**src/ttb_pkg.sv**
```systemverilog
package ttb_pkg;

    // Field width is fixed by the payload structs.
    localparam int DATA_WIDTH  = 16;
    localparam int FRAC_BITS   = DATA_WIDTH - 2;
    localparam int DELTA_SHIFT = (DATA_WIDTH > 16) ? DATA_WIDTH - 16 : 0;
    localparam int DELTA_W     = ((DATA_WIDTH < 16) ? DATA_WIDTH : 16) + 1;
    localparam int MUL_W       = (DATA_WIDTH + 2 > 22) ? DATA_WIDTH + 2 : 22;
    localparam int ACC_W       = 2 * MUL_W + 2;
    localparam int VEC_W       = (2 * DELTA_W + 2 > DATA_WIDTH + 3) ?
                                 2 * DELTA_W + 2 : DATA_WIDTH + 3;
    localparam int SQ_W        = 44;
    localparam int LEN_W       = 22;
    localparam int SQRT_STEPS  = 22;
    localparam int NUM_W       = FRAC_BITS + 22;
    localparam int DIV_STEPS   = NUM_W;
    localparam int CNT_W       = $clog2((NUM_W > SQRT_STEPS) ? NUM_W : SQRT_STEPS);

    typedef logic signed [DATA_WIDTH-1:0] comp_t;

    typedef struct packed {
        comp_t pos_x;
        comp_t pos_y;
        comp_t pos_z;
        comp_t tex_u;
        comp_t tex_v;
        comp_t nor_x;
        comp_t nor_y;
        comp_t nor_z;
    } ttb_in_t;

    typedef struct packed {
        comp_t       tan_x;
        comp_t       tan_y;
        comp_t       tan_z;
        comp_t       bitan_x;
        comp_t       bitan_y;
        comp_t       bitan_z;
        logic [1:0]  corner;
        logic        degenerate;
        logic        last;
    } ttb_out_t;

    typedef enum logic [4:0] {
        OP_NONE,
        OP_HOLD,
        OP_CAPTURE,
        OP_MAC,
        OP_DET_WR,
        OP_RAW_WR,
        OP_NORM,
        OP_SQRT_INIT,
        OP_SQRT_STEP,
        OP_DIV_INIT,
        OP_DIV_STEP,
        OP_DIV_WR,
        OP_ZERO,
        OP_CORNER,
        OP_D_WR,
        OP_V_WR,
        OP_EMIT
    } ttb_op_t;

    typedef enum logic [3:0] {
        MS_DET0,
        MS_DET1,
        MS_T0,
        MS_T1,
        MS_B0,
        MS_B1,
        MS_SQ,
        MS_DOT,
        MS_ND
    } ttb_mul_t;

    typedef enum logic [1:0] {
        DST_T,
        DST_B,
        DST_TV,
        DST_BV
    } ttb_dst_t;

    typedef enum logic [4:0] {
        S_IDLE,
        S_DET,
        S_DET_WR,
        S_RAW,
        S_RAW_WR,
        S_CHK,
        S_NORM,
        S_SQ,
        S_SQRT_INIT,
        S_SQRT,
        S_DIV_INIT,
        S_DIV,
        S_DIV_WR,
        S_ZERO,
        S_CORNER,
        S_DOT,
        S_D_WR,
        S_ND,
        S_V_WR,
        S_EMIT
    } ttb_state_t;

    typedef struct packed {
        ttb_op_t    op;
        ttb_mul_t   mul;
        logic       sub;
        logic       first;
        logic [1:0] k;
        ttb_dst_t   dst;
        logic [1:0] corner;
    } ttb_cmd_t;

    typedef struct packed {
        logic in_range;
        logic vec_zero;
        logic tri_bad;
        logic out_busy;
    } ttb_sts_t;

endpackage

```
**src/ttb_ctrl.sv**
```systemverilog
module ttb_ctrl
    import ttb_pkg::*;
(
    input  logic     aclk,
    input  logic     aresetn,
    input  logic     s_valid,
    output logic     s_ready,
    input  ttb_sts_t sts,
    output ttb_cmd_t cmd
);

    ttb_state_t       state_reg,  state_next;
    logic [1:0]       vcnt_reg,   vcnt_next;
    logic [1:0]       k_reg,      k_next;
    logic [CNT_W-1:0] cnt_reg,    cnt_next;
    ttb_dst_t         phase_reg,  phase_next;
    logic [1:0]       corner_reg, corner_next;

    always_ff @(posedge aclk) begin
        if (!aresetn) begin
            state_reg  <= S_IDLE;
            vcnt_reg   <= '0;
            k_reg      <= '0;
            cnt_reg    <= '0;
            phase_reg  <= DST_T;
            corner_reg <= '0;
        end else begin
            state_reg  <= state_next;
            vcnt_reg   <= vcnt_next;
            k_reg      <= k_next;
            cnt_reg    <= cnt_next;
            phase_reg  <= phase_next;
            corner_reg <= corner_next;
        end
    end

    // next state
    always_comb begin
        state_next  = state_reg;
        vcnt_next   = vcnt_reg;
        k_next      = k_reg;
        cnt_next    = cnt_reg;
        phase_next  = phase_reg;
        corner_next = corner_reg;
        case (state_reg)
            S_IDLE: begin
                if (s_valid) begin
                    if (vcnt_reg < 2'd2) begin
                        vcnt_next = vcnt_reg + 2'd1;
                    end else begin
                        vcnt_next  = '0;
                        cnt_next   = '0;
                        state_next = S_DET;
                    end
                end
            end
            S_DET: begin
                if (cnt_reg == '0) begin
                    cnt_next = cnt_reg + 1'b1;
                end else begin
                    state_next = S_DET_WR;
                end
            end
            S_DET_WR: begin
                k_next     = '0;
                cnt_next   = '0;
                phase_next = DST_T;
                state_next = S_RAW;
            end
            S_RAW: begin
                if (cnt_reg == '0) begin
                    cnt_next = cnt_reg + 1'b1;
                end else begin
                    state_next = S_RAW_WR;
                end
            end
            S_RAW_WR: begin
                cnt_next = '0;
                if (k_reg == 2'd2) begin
                    state_next = S_CHK;
                end else begin
                    k_next     = k_reg + 2'd1;
                    state_next = S_RAW;
                end
            end
            S_CHK: begin
                state_next = sts.vec_zero ? S_ZERO : S_NORM;
            end
            S_NORM: begin
                if (sts.in_range) begin
                    k_next     = '0;
                    state_next = S_SQ;
                end
            end
            S_SQ: begin
                if (k_reg == 2'd2) begin
                    state_next = S_SQRT_INIT;
                end else begin
                    k_next = k_reg + 2'd1;
                end
            end
            S_SQRT_INIT: begin
                cnt_next   = '0;
                state_next = S_SQRT;
            end
            S_SQRT: begin
                if (cnt_reg == CNT_W'(SQRT_STEPS - 1)) begin
                    k_next     = '0;
                    state_next = S_DIV_INIT;
                end else begin
                    cnt_next = cnt_reg + 1'b1;
                end
            end
            S_DIV_INIT: begin
                cnt_next   = '0;
                state_next = S_DIV;
            end
            S_DIV: begin
                if (cnt_reg == CNT_W'(DIV_STEPS - 1)) begin
                    state_next = S_DIV_WR;
                end else begin
                    cnt_next = cnt_reg + 1'b1;
                end
            end
            S_DIV_WR, S_ZERO: begin
                if (state_reg == S_DIV_WR && k_reg != 2'd2) begin
                    k_next     = k_reg + 2'd1;
                    state_next = S_DIV_INIT;
                end else begin
                    // unit vector finished: move on by phase
                    k_next   = '0;
                    cnt_next = '0;
                    case (phase_reg)
                        DST_T: begin
                            phase_next = DST_B;
                            state_next = S_RAW;
                        end
                        DST_B: begin
                            corner_next = '0;
                            state_next  = S_CORNER;
                        end
                        DST_TV: begin
                            phase_next = DST_BV;
                            state_next = S_DOT;
                        end
                        default: begin
                            state_next = S_EMIT;
                        end
                    endcase
                end
            end
            S_CORNER: begin
                k_next = '0;
                if (sts.tri_bad) begin
                    state_next = S_EMIT;
                end else begin
                    phase_next = DST_TV;
                    state_next = S_DOT;
                end
            end
            S_DOT: begin
                if (k_reg == 2'd2) begin
                    state_next = S_D_WR;
                end else begin
                    k_next = k_reg + 2'd1;
                end
            end
            S_D_WR: begin
                k_next     = '0;
                state_next = S_ND;
            end
            S_ND: begin
                state_next = S_V_WR;
            end
            S_V_WR: begin
                if (k_reg == 2'd2) begin
                    state_next = S_CHK;
                end else begin
                    k_next     = k_reg + 2'd1;
                    state_next = S_ND;
                end
            end
            S_EMIT: begin
                if (!sts.out_busy) begin
                    if (corner_reg == 2'd2) begin
                        state_next = S_IDLE;
                    end else begin
                        corner_next = corner_reg + 2'd1;
                        state_next  = S_CORNER;
                    end
                end
            end
            default: begin
                state_next = S_IDLE;
            end
        endcase
    end

    // outputs
    always_comb begin
        s_ready    = 1'b0;
        cmd.op     = OP_NONE;
        cmd.mul    = MS_SQ;
        cmd.sub    = 1'b0;
        cmd.first  = 1'b0;
        cmd.k      = k_reg;
        cmd.dst    = phase_reg;
        cmd.corner = corner_reg;
        case (state_reg)
            S_IDLE: begin
                s_ready = 1'b1;
                cmd.k   = vcnt_reg;
                if (s_valid) begin
                    cmd.op = (vcnt_reg < 2'd2) ? OP_HOLD : OP_CAPTURE;
                end
            end
            S_DET: begin
                cmd.op    = OP_MAC;
                cmd.mul   = (cnt_reg == '0) ? MS_DET0 : MS_DET1;
                cmd.first = (cnt_reg == '0);
                cmd.sub   = (cnt_reg != '0);
            end
            S_DET_WR:    cmd.op = OP_DET_WR;
            S_RAW: begin
                cmd.op    = OP_MAC;
                cmd.first = (cnt_reg == '0);
                cmd.sub   = (cnt_reg != '0);
                if (phase_reg == DST_T) begin
                    cmd.mul = (cnt_reg == '0) ? MS_T0 : MS_T1;
                end else begin
                    cmd.mul = (cnt_reg == '0) ? MS_B0 : MS_B1;
                end
            end
            S_RAW_WR:    cmd.op = OP_RAW_WR;
            S_NORM:      cmd.op = OP_NORM;
            S_SQ: begin
                cmd.op    = OP_MAC;
                cmd.mul   = MS_SQ;
                cmd.first = (k_reg == 2'd0);
            end
            S_SQRT_INIT: cmd.op = OP_SQRT_INIT;
            S_SQRT:      cmd.op = OP_SQRT_STEP;
            S_DIV_INIT:  cmd.op = OP_DIV_INIT;
            S_DIV:       cmd.op = OP_DIV_STEP;
            S_DIV_WR:    cmd.op = OP_DIV_WR;
            S_ZERO:      cmd.op = OP_ZERO;
            S_CORNER:    cmd.op = OP_CORNER;
            S_DOT: begin
                cmd.op    = OP_MAC;
                cmd.mul   = MS_DOT;
                cmd.first = (k_reg == 2'd0);
            end
            S_D_WR:      cmd.op = OP_D_WR;
            S_ND: begin
                cmd.op    = OP_MAC;
                cmd.mul   = MS_ND;
                cmd.first = 1'b1;
            end
            S_V_WR:      cmd.op = OP_V_WR;
            S_EMIT: begin
                if (!sts.out_busy) begin
                    cmd.op = OP_EMIT;
                end
            end
            default:     cmd.op = OP_NONE;
        endcase
    end

endmodule

```
**src/ttb_dp.sv**
```systemverilog
module ttb_dp
    import ttb_pkg::*;
(
    input  logic     aclk,
    input  logic     aresetn,
    input  ttb_in_t  s_data,
    input  ttb_cmd_t cmd,
    output ttb_sts_t sts,
    output logic     m_valid,
    input  logic     m_ready,
    output ttb_out_t m_data
);

    localparam comp_t C_ONE = comp_t'(1) <<< FRAC_BITS;
    localparam logic signed [ACC_W-1:0] ACC_HALF = ACC_W'(1) <<< (FRAC_BITS - 1);
    localparam logic [VEC_W-1:0] NORM_HI = VEC_W'(1) << 20;
    localparam logic [VEC_W-1:0] NORM_LO = VEC_W'(1) << 19;
    localparam logic [NUM_W-1:0] Q_ONE = NUM_W'(1) << FRAC_BITS;
    localparam logic [SQ_W-1:0] SQ_BIT0 = SQ_W'(1) << (2 * (SQRT_STEPS - 1));

    typedef logic signed [DELTA_W-1:0] dlt_t;
    typedef logic signed [VEC_W-1:0]   vec_t;
    typedef logic signed [MUL_W-1:0]   mop_t;

    function automatic comp_t sat_nor(input comp_t n);
        comp_t r;
        r = n;
        if (n > C_ONE) r = C_ONE;
        if (n < -C_ONE) r = -C_ONE;
        return r;
    endfunction

    function automatic dlt_t delta(input comp_t a, input comp_t b);
        logic signed [DATA_WIDTH:0] diff;
        diff = (DATA_WIDTH+1)'(a) - (DATA_WIDTH+1)'(b);
        return DELTA_W'(diff >>> DELTA_SHIFT);
    endfunction

    comp_t held_pos_reg [0:1][0:2];
    comp_t held_tex_reg [0:1][0:1];
    comp_t held_nor_reg [0:1][0:2];
    comp_t nor2_reg     [0:2];
    dlt_t  dp1_reg [0:2];
    dlt_t  dp2_reg [0:2];
    dlt_t  du1_reg, dv1_reg, du2_reg, dv2_reg;
    logic signed [ACC_W-1:0] acc_reg;
    logic  det_neg_reg, tri_bad_reg, corner_bad_reg;
    vec_t  vec_reg [0:2];
    logic  lost_reg [0:2];
    logic [SQ_W-1:0]  sqx_reg, sqr_reg, sqb_reg;
    logic [NUM_W-1:0] num_reg, quo_reg;
    logic [LEN_W:0]   rem_reg;
    logic  dsign_reg;
    comp_t tq_reg [0:2];
    comp_t bq_reg [0:2];
    comp_t tv_reg [0:2];
    comp_t bv_reg [0:2];
    mop_t  d_reg;
    ttb_out_t out_reg;
    logic  m_valid_reg;

    comp_t in_pos [0:2];
    comp_t in_tex [0:1];
    comp_t in_nor [0:2];
    comp_t nsel, usel;
    mop_t  op_a, op_b;
    logic signed [2*MUL_W-1:0] prod;
    logic signed [ACC_W-1:0]   acc_add, acc_rnd;
    logic [VEC_W-1:0] vabs [0:2];
    logic [2:0] over_hi;
    logic big, tiny;
    logic [LEN_W-1:0] len;
    logic [SQ_W-1:0]  sq_rb;
    logic [LEN_W+1:0] div_shift, div_d;
    logic [NUM_W-1:0] q_clamp;
    comp_t q_res;

    assign in_pos[0] = s_data.pos_x;
    assign in_pos[1] = s_data.pos_y;
    assign in_pos[2] = s_data.pos_z;
    assign in_tex[0] = s_data.tex_u;
    assign in_tex[1] = s_data.tex_v;
    assign in_nor[0] = s_data.nor_x;
    assign in_nor[1] = s_data.nor_y;
    assign in_nor[2] = s_data.nor_z;

    always_comb begin
        case (cmd.corner)
            2'd0:    nsel = held_nor_reg[0][cmd.k];
            2'd1:    nsel = held_nor_reg[1][cmd.k];
            default: nsel = nor2_reg[cmd.k];
        endcase
        usel = (cmd.dst == DST_BV) ? bq_reg[cmd.k] : tq_reg[cmd.k];
    end

    // shared multiplier operand select
    always_comb begin
        case (cmd.mul)
            MS_DET0: begin op_a = MUL_W'(du1_reg);     op_b = MUL_W'(dv2_reg); end
            MS_DET1: begin op_a = MUL_W'(dv1_reg);     op_b = MUL_W'(du2_reg); end
            MS_T0:   begin op_a = MUL_W'(dp1_reg[cmd.k]); op_b = MUL_W'(dv2_reg); end
            MS_T1:   begin op_a = MUL_W'(dp2_reg[cmd.k]); op_b = MUL_W'(dv1_reg); end
            MS_B0:   begin op_a = MUL_W'(dp2_reg[cmd.k]); op_b = MUL_W'(du1_reg); end
            MS_B1:   begin op_a = MUL_W'(dp1_reg[cmd.k]); op_b = MUL_W'(du2_reg); end
            MS_SQ:   begin op_a = MUL_W'(vec_reg[cmd.k]); op_b = MUL_W'(vec_reg[cmd.k]); end
            MS_DOT:  begin op_a = MUL_W'(nsel);        op_b = MUL_W'(usel); end
            MS_ND:   begin op_a = MUL_W'(nsel);        op_b = d_reg; end
            default: begin op_a = '0;                  op_b = '0; end
        endcase
    end

    assign prod    = op_a * op_b;
    assign acc_add = (cmd.first ? '0 : acc_reg) +
                     (cmd.sub ? -ACC_W'(prod) : ACC_W'(prod));
    assign acc_rnd = (acc_reg + ACC_HALF) >>> FRAC_BITS;

    // a negative component floored onto -2^20 is only still too big when
    // no ones were shifted out of it
    always_comb begin
        for (int i = 0; i < 3; i++) begin
            vabs[i] = vec_reg[i][VEC_W-1] ? VEC_W'(-vec_reg[i]) : VEC_W'(vec_reg[i]);
            over_hi[i] = (vabs[i] > NORM_HI) ||
                         ((vabs[i] == NORM_HI) && !(vec_reg[i][VEC_W-1] && lost_reg[i]));
        end
        big  = |over_hi;
        tiny = (vabs[0] < NORM_LO) && (vabs[1] < NORM_LO) && (vabs[2] < NORM_LO);
    end

    assign len       = sqr_reg[LEN_W-1:0];
    assign sq_rb     = sqr_reg + sqb_reg;
    assign div_shift = {rem_reg, num_reg[NUM_W-1]};
    assign div_d     = {1'b0, len, 1'b0};
    assign q_clamp   = (quo_reg > Q_ONE) ? Q_ONE : quo_reg;
    assign q_res     = dsign_reg ? -comp_t'(q_clamp) : comp_t'(q_clamp);

    assign sts.in_range = !big && !tiny;
    assign sts.vec_zero = (vec_reg[0] == '0) && (vec_reg[1] == '0) && (vec_reg[2] == '0);
    assign sts.tri_bad  = tri_bad_reg;
    assign sts.out_busy = m_valid_reg;

    always_ff @(posedge aclk) begin
        if (!aresetn) begin
            m_valid_reg <= 1'b0;
        end else if (cmd.op == OP_EMIT) begin
            m_valid_reg <= 1'b1;
        end else if (m_ready) begin
            m_valid_reg <= 1'b0;
        end
    end

    always_ff @(posedge aclk) begin
        case (cmd.op)
            OP_HOLD: begin
                for (int i = 0; i < 3; i++) begin
                    held_pos_reg[cmd.k[0]][i] <= in_pos[i];
                    held_nor_reg[cmd.k[0]][i] <= sat_nor(in_nor[i]);
                end
                held_tex_reg[cmd.k[0]][0] <= in_tex[0];
                held_tex_reg[cmd.k[0]][1] <= in_tex[1];
            end
            OP_CAPTURE: begin
                for (int i = 0; i < 3; i++) begin
                    nor2_reg[i] <= sat_nor(in_nor[i]);
                    dp1_reg[i]  <= delta(held_pos_reg[1][i], held_pos_reg[0][i]);
                    dp2_reg[i]  <= delta(in_pos[i], held_pos_reg[0][i]);
                end
                du1_reg <= delta(held_tex_reg[1][0], held_tex_reg[0][0]);
                dv1_reg <= delta(held_tex_reg[1][1], held_tex_reg[0][1]);
                du2_reg <= delta(in_tex[0], held_tex_reg[0][0]);
                dv2_reg <= delta(in_tex[1], held_tex_reg[0][1]);
            end
            OP_MAC: begin
                acc_reg <= acc_add;
            end
            OP_DET_WR: begin
                det_neg_reg <= acc_reg[ACC_W-1];
                tri_bad_reg <= (acc_reg == '0);
            end
            OP_RAW_WR: begin
                vec_reg[cmd.k]  <= det_neg_reg ? -VEC_W'(acc_reg) : VEC_W'(acc_reg);
                lost_reg[cmd.k] <= 1'b0;
            end
            OP_NORM: begin
                for (int i = 0; i < 3; i++) begin
                    if (big) begin
                        vec_reg[i] <= vec_reg[i] >>> 1;
                        if (vec_reg[i][0]) lost_reg[i] <= 1'b1;
                    end else if (tiny) begin
                        vec_reg[i] <= vec_reg[i] <<< 1;
                    end
                end
            end
            OP_SQRT_INIT: begin
                sqx_reg <= acc_reg[SQ_W-1:0];
                sqr_reg <= '0;
                sqb_reg <= SQ_BIT0;
            end
            OP_SQRT_STEP: begin
                if (sqx_reg >= sq_rb) begin
                    sqx_reg <= sqx_reg - sq_rb;
                    sqr_reg <= (sqr_reg >> 1) + sqb_reg;
                end else begin
                    sqr_reg <= sqr_reg >> 1;
                end
                sqb_reg <= sqb_reg >> 2;
            end
            OP_DIV_INIT: begin
                num_reg   <= (NUM_W'(vabs[cmd.k][20:0]) << (FRAC_BITS + 1)) + NUM_W'(len);
                rem_reg   <= '0;
                quo_reg   <= '0;
                dsign_reg <= vec_reg[cmd.k][VEC_W-1];
            end
            OP_DIV_STEP: begin
                num_reg <= num_reg << 1;
                if (div_shift >= div_d) begin
                    rem_reg <= (LEN_W+1)'(div_shift - div_d);
                    quo_reg <= {quo_reg[NUM_W-2:0], 1'b1};
                end else begin
                    rem_reg <= div_shift[LEN_W:0];
                    quo_reg <= {quo_reg[NUM_W-2:0], 1'b0};
                end
            end
            OP_DIV_WR: begin
                case (cmd.dst)
                    DST_T:   tq_reg[cmd.k] <= q_res;
                    DST_B:   bq_reg[cmd.k] <= q_res;
                    DST_TV:  tv_reg[cmd.k] <= q_res;
                    default: bv_reg[cmd.k] <= q_res;
                endcase
            end
            OP_ZERO: begin
                for (int i = 0; i < 3; i++) begin
                    case (cmd.dst)
                        DST_T:   tq_reg[i] <= '0;
                        DST_B:   bq_reg[i] <= '0;
                        DST_TV:  tv_reg[i] <= '0;
                        default: bv_reg[i] <= '0;
                    endcase
                end
                if (cmd.dst == DST_T || cmd.dst == DST_B) begin
                    tri_bad_reg <= 1'b1;
                end else begin
                    corner_bad_reg <= 1'b1;
                end
            end
            OP_CORNER: begin
                for (int i = 0; i < 3; i++) begin
                    tv_reg[i] <= '0;
                    bv_reg[i] <= '0;
                end
                corner_bad_reg <= tri_bad_reg;
            end
            OP_D_WR: begin
                d_reg <= MUL_W'(acc_rnd);
            end
            OP_V_WR: begin
                vec_reg[cmd.k]  <= VEC_W'(usel) - VEC_W'(acc_rnd);
                lost_reg[cmd.k] <= 1'b0;
            end
            OP_EMIT: begin
                out_reg.tan_x      <= tv_reg[0];
                out_reg.tan_y      <= tv_reg[1];
                out_reg.tan_z      <= tv_reg[2];
                out_reg.bitan_x    <= bv_reg[0];
                out_reg.bitan_y    <= bv_reg[1];
                out_reg.bitan_z    <= bv_reg[2];
                out_reg.corner     <= cmd.corner;
                out_reg.degenerate <= corner_bad_reg;
                out_reg.last       <= (cmd.corner == 2'd2);
            end
            default: begin
            end
        endcase
    end

    assign m_valid = m_valid_reg;
    assign m_data  = out_reg;

endmodule

```
**src/triangle_tangent_basis.sv**
```systemverilog
// Tangent/bitangent generator for one triangle at a time.
// Input channel (s_valid/s_ready/s_data): one vertex per request, three per
// triangle in order. Vertices 0 and 1 are held without stalling the input.
// Vertex 2 starts the computation; s_ready stays low until the three results
// of that triangle have all been handed to the output register.
// Output channel (m_valid/m_ready/m_data): three results per triangle, corner
// 0, 1, 2, with last set on corner 2.
// The work is eight normalizations through one iterative unit: a shift
// loop, three multiply-accumulates on one shared multiplier, a square root
// and three restoring divides. A degenerate triangle skips the six
// per-corner normalizations.
// A stalled receiver holds the current result in the output register; the
// next result waits behind it.
// Reset (aresetn low, synchronous) clears the vertex count and the
// controller, and drops m_valid. Held vertices are not cleared.
module triangle_tangent_basis
    import ttb_pkg::*;
(
    input  logic     aclk,
    input  logic     aresetn,
    input  logic     s_valid,
    output logic     s_ready,
    input  ttb_in_t  s_data,
    output logic     m_valid,
    input  logic     m_ready,
    output ttb_out_t m_data
);

    ttb_cmd_t cmd;
    ttb_sts_t sts;

    ttb_ctrl u_ctrl (
        .aclk    (aclk),
        .aresetn (aresetn),
        .s_valid (s_valid),
        .s_ready (s_ready),
        .sts     (sts),
        .cmd     (cmd)
    );

    ttb_dp u_dp (
        .aclk    (aclk),
        .aresetn (aresetn),
        .s_data  (s_data),
        .cmd     (cmd),
        .sts     (sts),
        .m_valid (m_valid),
        .m_ready (m_ready),
        .m_data  (m_data)
    );

endmodule

```
**config.mk**
```make
export PLATFORM = sky130hd
export DESIGN_NAME = triangle_tangent_basis
export DESIGN_NICKNAME = d
export VERILOG_FILES = /design/src/ttb_pkg.sv /design/src/ttb_ctrl.sv /design/src/ttb_dp.sv /design/src/triangle_tangent_basis.sv
export SDC_FILE = /design/constraint.sdc
export NUM_CORES = 2
export LEC_CHECK = 0
export BUFFER_PORTS_ARGS = -buffer_cell sky130_fd_sc_hd__buf_4
export CAP_MARGIN = 20
export CORE_ASPECT_RATIO = 0.8
export CORE_MARGIN = 2
export CORE_UTILIZATION = 29
export DETAILED_ROUTE_END_ITERATION = 6
export PLACE_DENSITY = 0.39
export SLEW_MARGIN = 10
export SYNTH_ARGS = -nofsm -noshare
export SYNTH_HDL_FRONTEND = slang
export SYNTH_SLANG_ARGS = --single-unit
```
**constraint.sdc**
```tcl
create_clock -name aclk -period 39.6 [get_ports aclk]
set_input_delay 1.98 -clock aclk [delete_from_list [all_inputs] [get_ports aclk]]
set_output_delay 1.98 -clock aclk [all_outputs]
set_load 0.02 [all_outputs]
```
==> results.yml <==
floorplanning:
  dieHeight_um: 503
  coreArea_um2: 310000
  pin_count: 234
  initial_core_util_pct: 29.1
  fp.dieW_um: 628
  rows: 183
  die_area_um2: 316000
drt:
  ant_nets: 0
  drt_first_pass_iters: 6
  drc_errors: 0
  wl_per_cell_um: 23.5
  drtIter0Drc: 6013
  post_drt_via_cell_ratio: 5.11
  finalWirelength_mm: 323
  vias: 70174
timing:
  tightest_slew_ps: 1160
  tns_ps: 0
  rsz0062_at_grt: "false"
  period_needed_ps: 16240
  setup_violations: 0
  fmax_ghz: 0.0616
  fin_skew_ps: 67.9
  drv_slew: 0
  finalCritPeriodShare_pct: 41.0
  hold_viol: 0
  max_slew_margin_pct: 22.7
cts:
  cts_buffers: 153
  cts_max_level: 4
  holdBufCountCts: 0
  cts_setup_buffers: 0
  clock_sinks: 1229
  ctsLongestPathBuffers: 4
  clock_latency_ps: 850
  cts_root_buf: "clkbuf_16"
  cts_tree: "built"
  cts-resized-gates: 0
  clkSlewWorstSetupHoldPaths_ps: 70
synthesis:
  synth_area_um2: 90400
  yosysWarnings: 0
  synth_nets: 10522
  syn_inst: 9359
  synthArstFlopShare_pct: 0
  yosysUniqueCellTypes: 91
  synth-seq-cells: 1229
  ys.flop_type: "edfxtp_1"
  syn_area_per_cell_um2: 9.66
  synth_edf_count: 1014
  seq_area_frac_synth_pct: 38.4
global_routing:
  grt_max_degree: 130
  grt_antenna_before_repair: 19
  first_global_vias: 69641
  grt_pass1_wl_mm: 476
  grt.total_usage_pct: 20.0
  overflow: 0
finish:
  fillCellCount: 32041
  drive_above_1_share_pct: 8.72
  final_util_pct: 32.9
  area_delta_synth_final_pct: 12.9
  seqCellArea_um2: 34800
  largest_reg_flops: 131
  nets: 10629
  multi_input_area_um2: 50800
worst_setup_path:
  endpoint_kind: "flip-flop"
  worst_path_max_delay_cell: "nor3_1"
  cp_common_cell: "fa_1"
  critPathMaxFanout: 44
  setup.worst_path.end: "u_dp.acc_reg[44]$_DFFE_PN_"
  rr_startpoint: "u_ctrl.state_reg[1]$_SDFFE_PN0P_"
  cp.arrival_ps: 16800
  start_kind: "flip-flop"
  cpPeakStageDelay_ps: 830
  crit_start: "u_ctrl.state_reg[1]$_SDFFE_PN0P_"
  required_ps: 40160
  reg2reg_setup_slack_ps: 23360
  worstSetupPathType: "reg2reg"
  r2r_cells: 42
  rr_endpoint: "u_dp.acc_reg[44]$_DFFE_PN_"
place:
  post-dp-hpwl_mm: 245
  place.gp.congestion: 0.870
  portBuffers: 233
run:
  maxCapViolCount: 0
run_status:
  run_status: "finished clean"
worst_hold_path:
  hp-class: "reg2reg"
-- routing by layer --
layer / wire length [um] / global-route usage [%] / vias up / share of wire, %
met3: 19300 / 2.79 / 315 / 6.0
met2: 136000 / 30.1 / 2091 / 42
met4: 6330 / 3.85 / 0 / 2.0
li1: - / - / 32765 / -
met1: 161000 / 30.5 / 35003 / 50
met5: 0 / 0 / - / 0
-- cells in the mapped netlist, types with 36 or more instances --
cell / instances / share of area (%)
a211oi_1: 136 / 1.1
a21oi_1: 539 / 3.0
o31ai_1: 64 / 0.53
nor2b_1: 98 / 0.68
xor2_1: 218 / 2.1
nand3_1: 140 / 0.77
a31oi_1: 120 / 0.83
a21boi_0: 68 / 0.56
inv_1: 937 / 3.9
clkbuf_1: 386 / 1.6
nand4_1: 63 / 0.44
mux4_2: 49 / 1.2
xnor2_1: 291 / 2.8
or2_2: 36 / 0.25
fa_1: 516 / 11
nand2b_1: 49 / 0.34
nor2_1: 800 / 3.3
nand2_1: 1195 / 5.0
nor3_1: 139 / 0.77
o21ai_0: 419 / 2.3
nor4_1: 46 / 0.32
and2_1: 261 / 1.8
mux2i_1: 94 / 1.0
o21bai_1: 53 / 0.44
dfxtp_1: 215 / 4.8
a21o_1: 117 / 0.97
and3_1: 70 / 0.48
or3_1: 62 / 0.43
ha_1: 515 / 7.1
edfxtp_1: 1014 / 34
o21a_1: 49 / 0.41
-- per-stage QoR --
step | cells | cell area [um^2] | setup WS (ps) | hold slack (ps)
2_1_floorplan | 9359 | 90400 | 25860 | 400
3_3_place_gp | 13470 | 97200 | 23770 | 411
3_5_place_dp | 13471 | 97200 | 23520 | 413
4_1_cts | 13734 | 102000 | 23390 | 428
5_1_grt | 13742 | 102000 | 22270 | 432
6_report | 13744 | 102000 | 23360 | 428
-- area by class of cell --
type / instances / area share, %
clock buffer: 187 / 4.02
clock inverter: 76 / 0.690
multi-input combinational: 6743 / 49.7
timing repair buffer: 397 / 2.96
sequential: 1229 / 34.0
antenna: 8 / 0.0196
tap: 4162 / 5.10
inverter: 942 / 3.46
-- how the worst min path moves through the flow --
stage,startpoint,endpoint,slack (ps),cells after the start
after global placement,u_dp.tv_reg[1][3]$_SDFFE_PP0P_,m_data[71]$_DFFE_PP_,410,0
after detailed placement,u_dp.bv_reg[2][15]$_SDFFE_PP0P_,m_data[19]$_DFFE_PP_,410,0
after global routing,u_dp.bv_reg[2][15]$_SDFFE_PP0P_,m_data[19]$_DFFE_PP_,430,0
final,u_dp.tv_reg[1][15]$_SDFFE_PP0P_,m_data[83]$_DFFE_PP_,430,0
after floorplan,u_dp.corner_bad_reg$_SDFFCE_PN1P_,u_dp.m_data[1]$_DFFE_PP_,400,0
after CTS,u_dp.bv_reg[2][15]$_SDFFE_PP0P_,m_data[19]$_DFFE_PP_,430,0
-- kinds of logic (layout without fill, tap and decap cells) --
| kind of cell | count (synthesis) | after routing | synth area share, % |
|---|---|---|---|
| fa+ha+maj | 1031 | 1031 | 18.5 |
| xor+xnor | 510 | 510 | 4.95 |
| mux | 171 | 171 | 2.64 |
| flops | 1229 | 1229 | 38.4 |
| buf+inv | 1387 | 1602 | 5.83 |
| compound gates | 1975 | 1975 | 14.2 |
| other cells | 0 | 8 | 0 |
| simple gates | 3056 | 3056 | 15.4 |
-- layout by cell type, fill, tap and decap left out, types with 136 or more instances in the layout --
cell | Yosys | routed
ha_1 | 515 | 515
xor2_1 | 218 | 218
dfxtp_1 | 215 | 214
nand3_1 | 140 | 139
edfxtp_1 | 1014 | 1014
a21oi_1 | 539 | 536
a211oi_1 | 136 | 136
o21ai_0 | 419 | 413
nand2_1 | 1195 | 1192
nor2_1 | 800 | 789
and2_1 | 261 | 261
buf_4 | 1 | 393
xnor2_1 | 291 | 290
inv_1 | 937 | 936
clkbuf_16 | 0 | 157
fa_1 | 516 | 516
-- critical path, delay by kind of cell (launching register included) --
kind                     cells  cell delay [ps]
AND/OR/NAND/NOR             15             5940
adder cells (fa/ha/maj)      9             4200
AO/OA/AOI/OAI                9             2590
buffers and inverters        4             1120
multiplexers                 2              920
flip-flops                   1              570
XOR/XNOR                     3              450
Power is not shown: default switching activity piles up to over one toggle a cycle in this logic, so the estimate is an artifact.
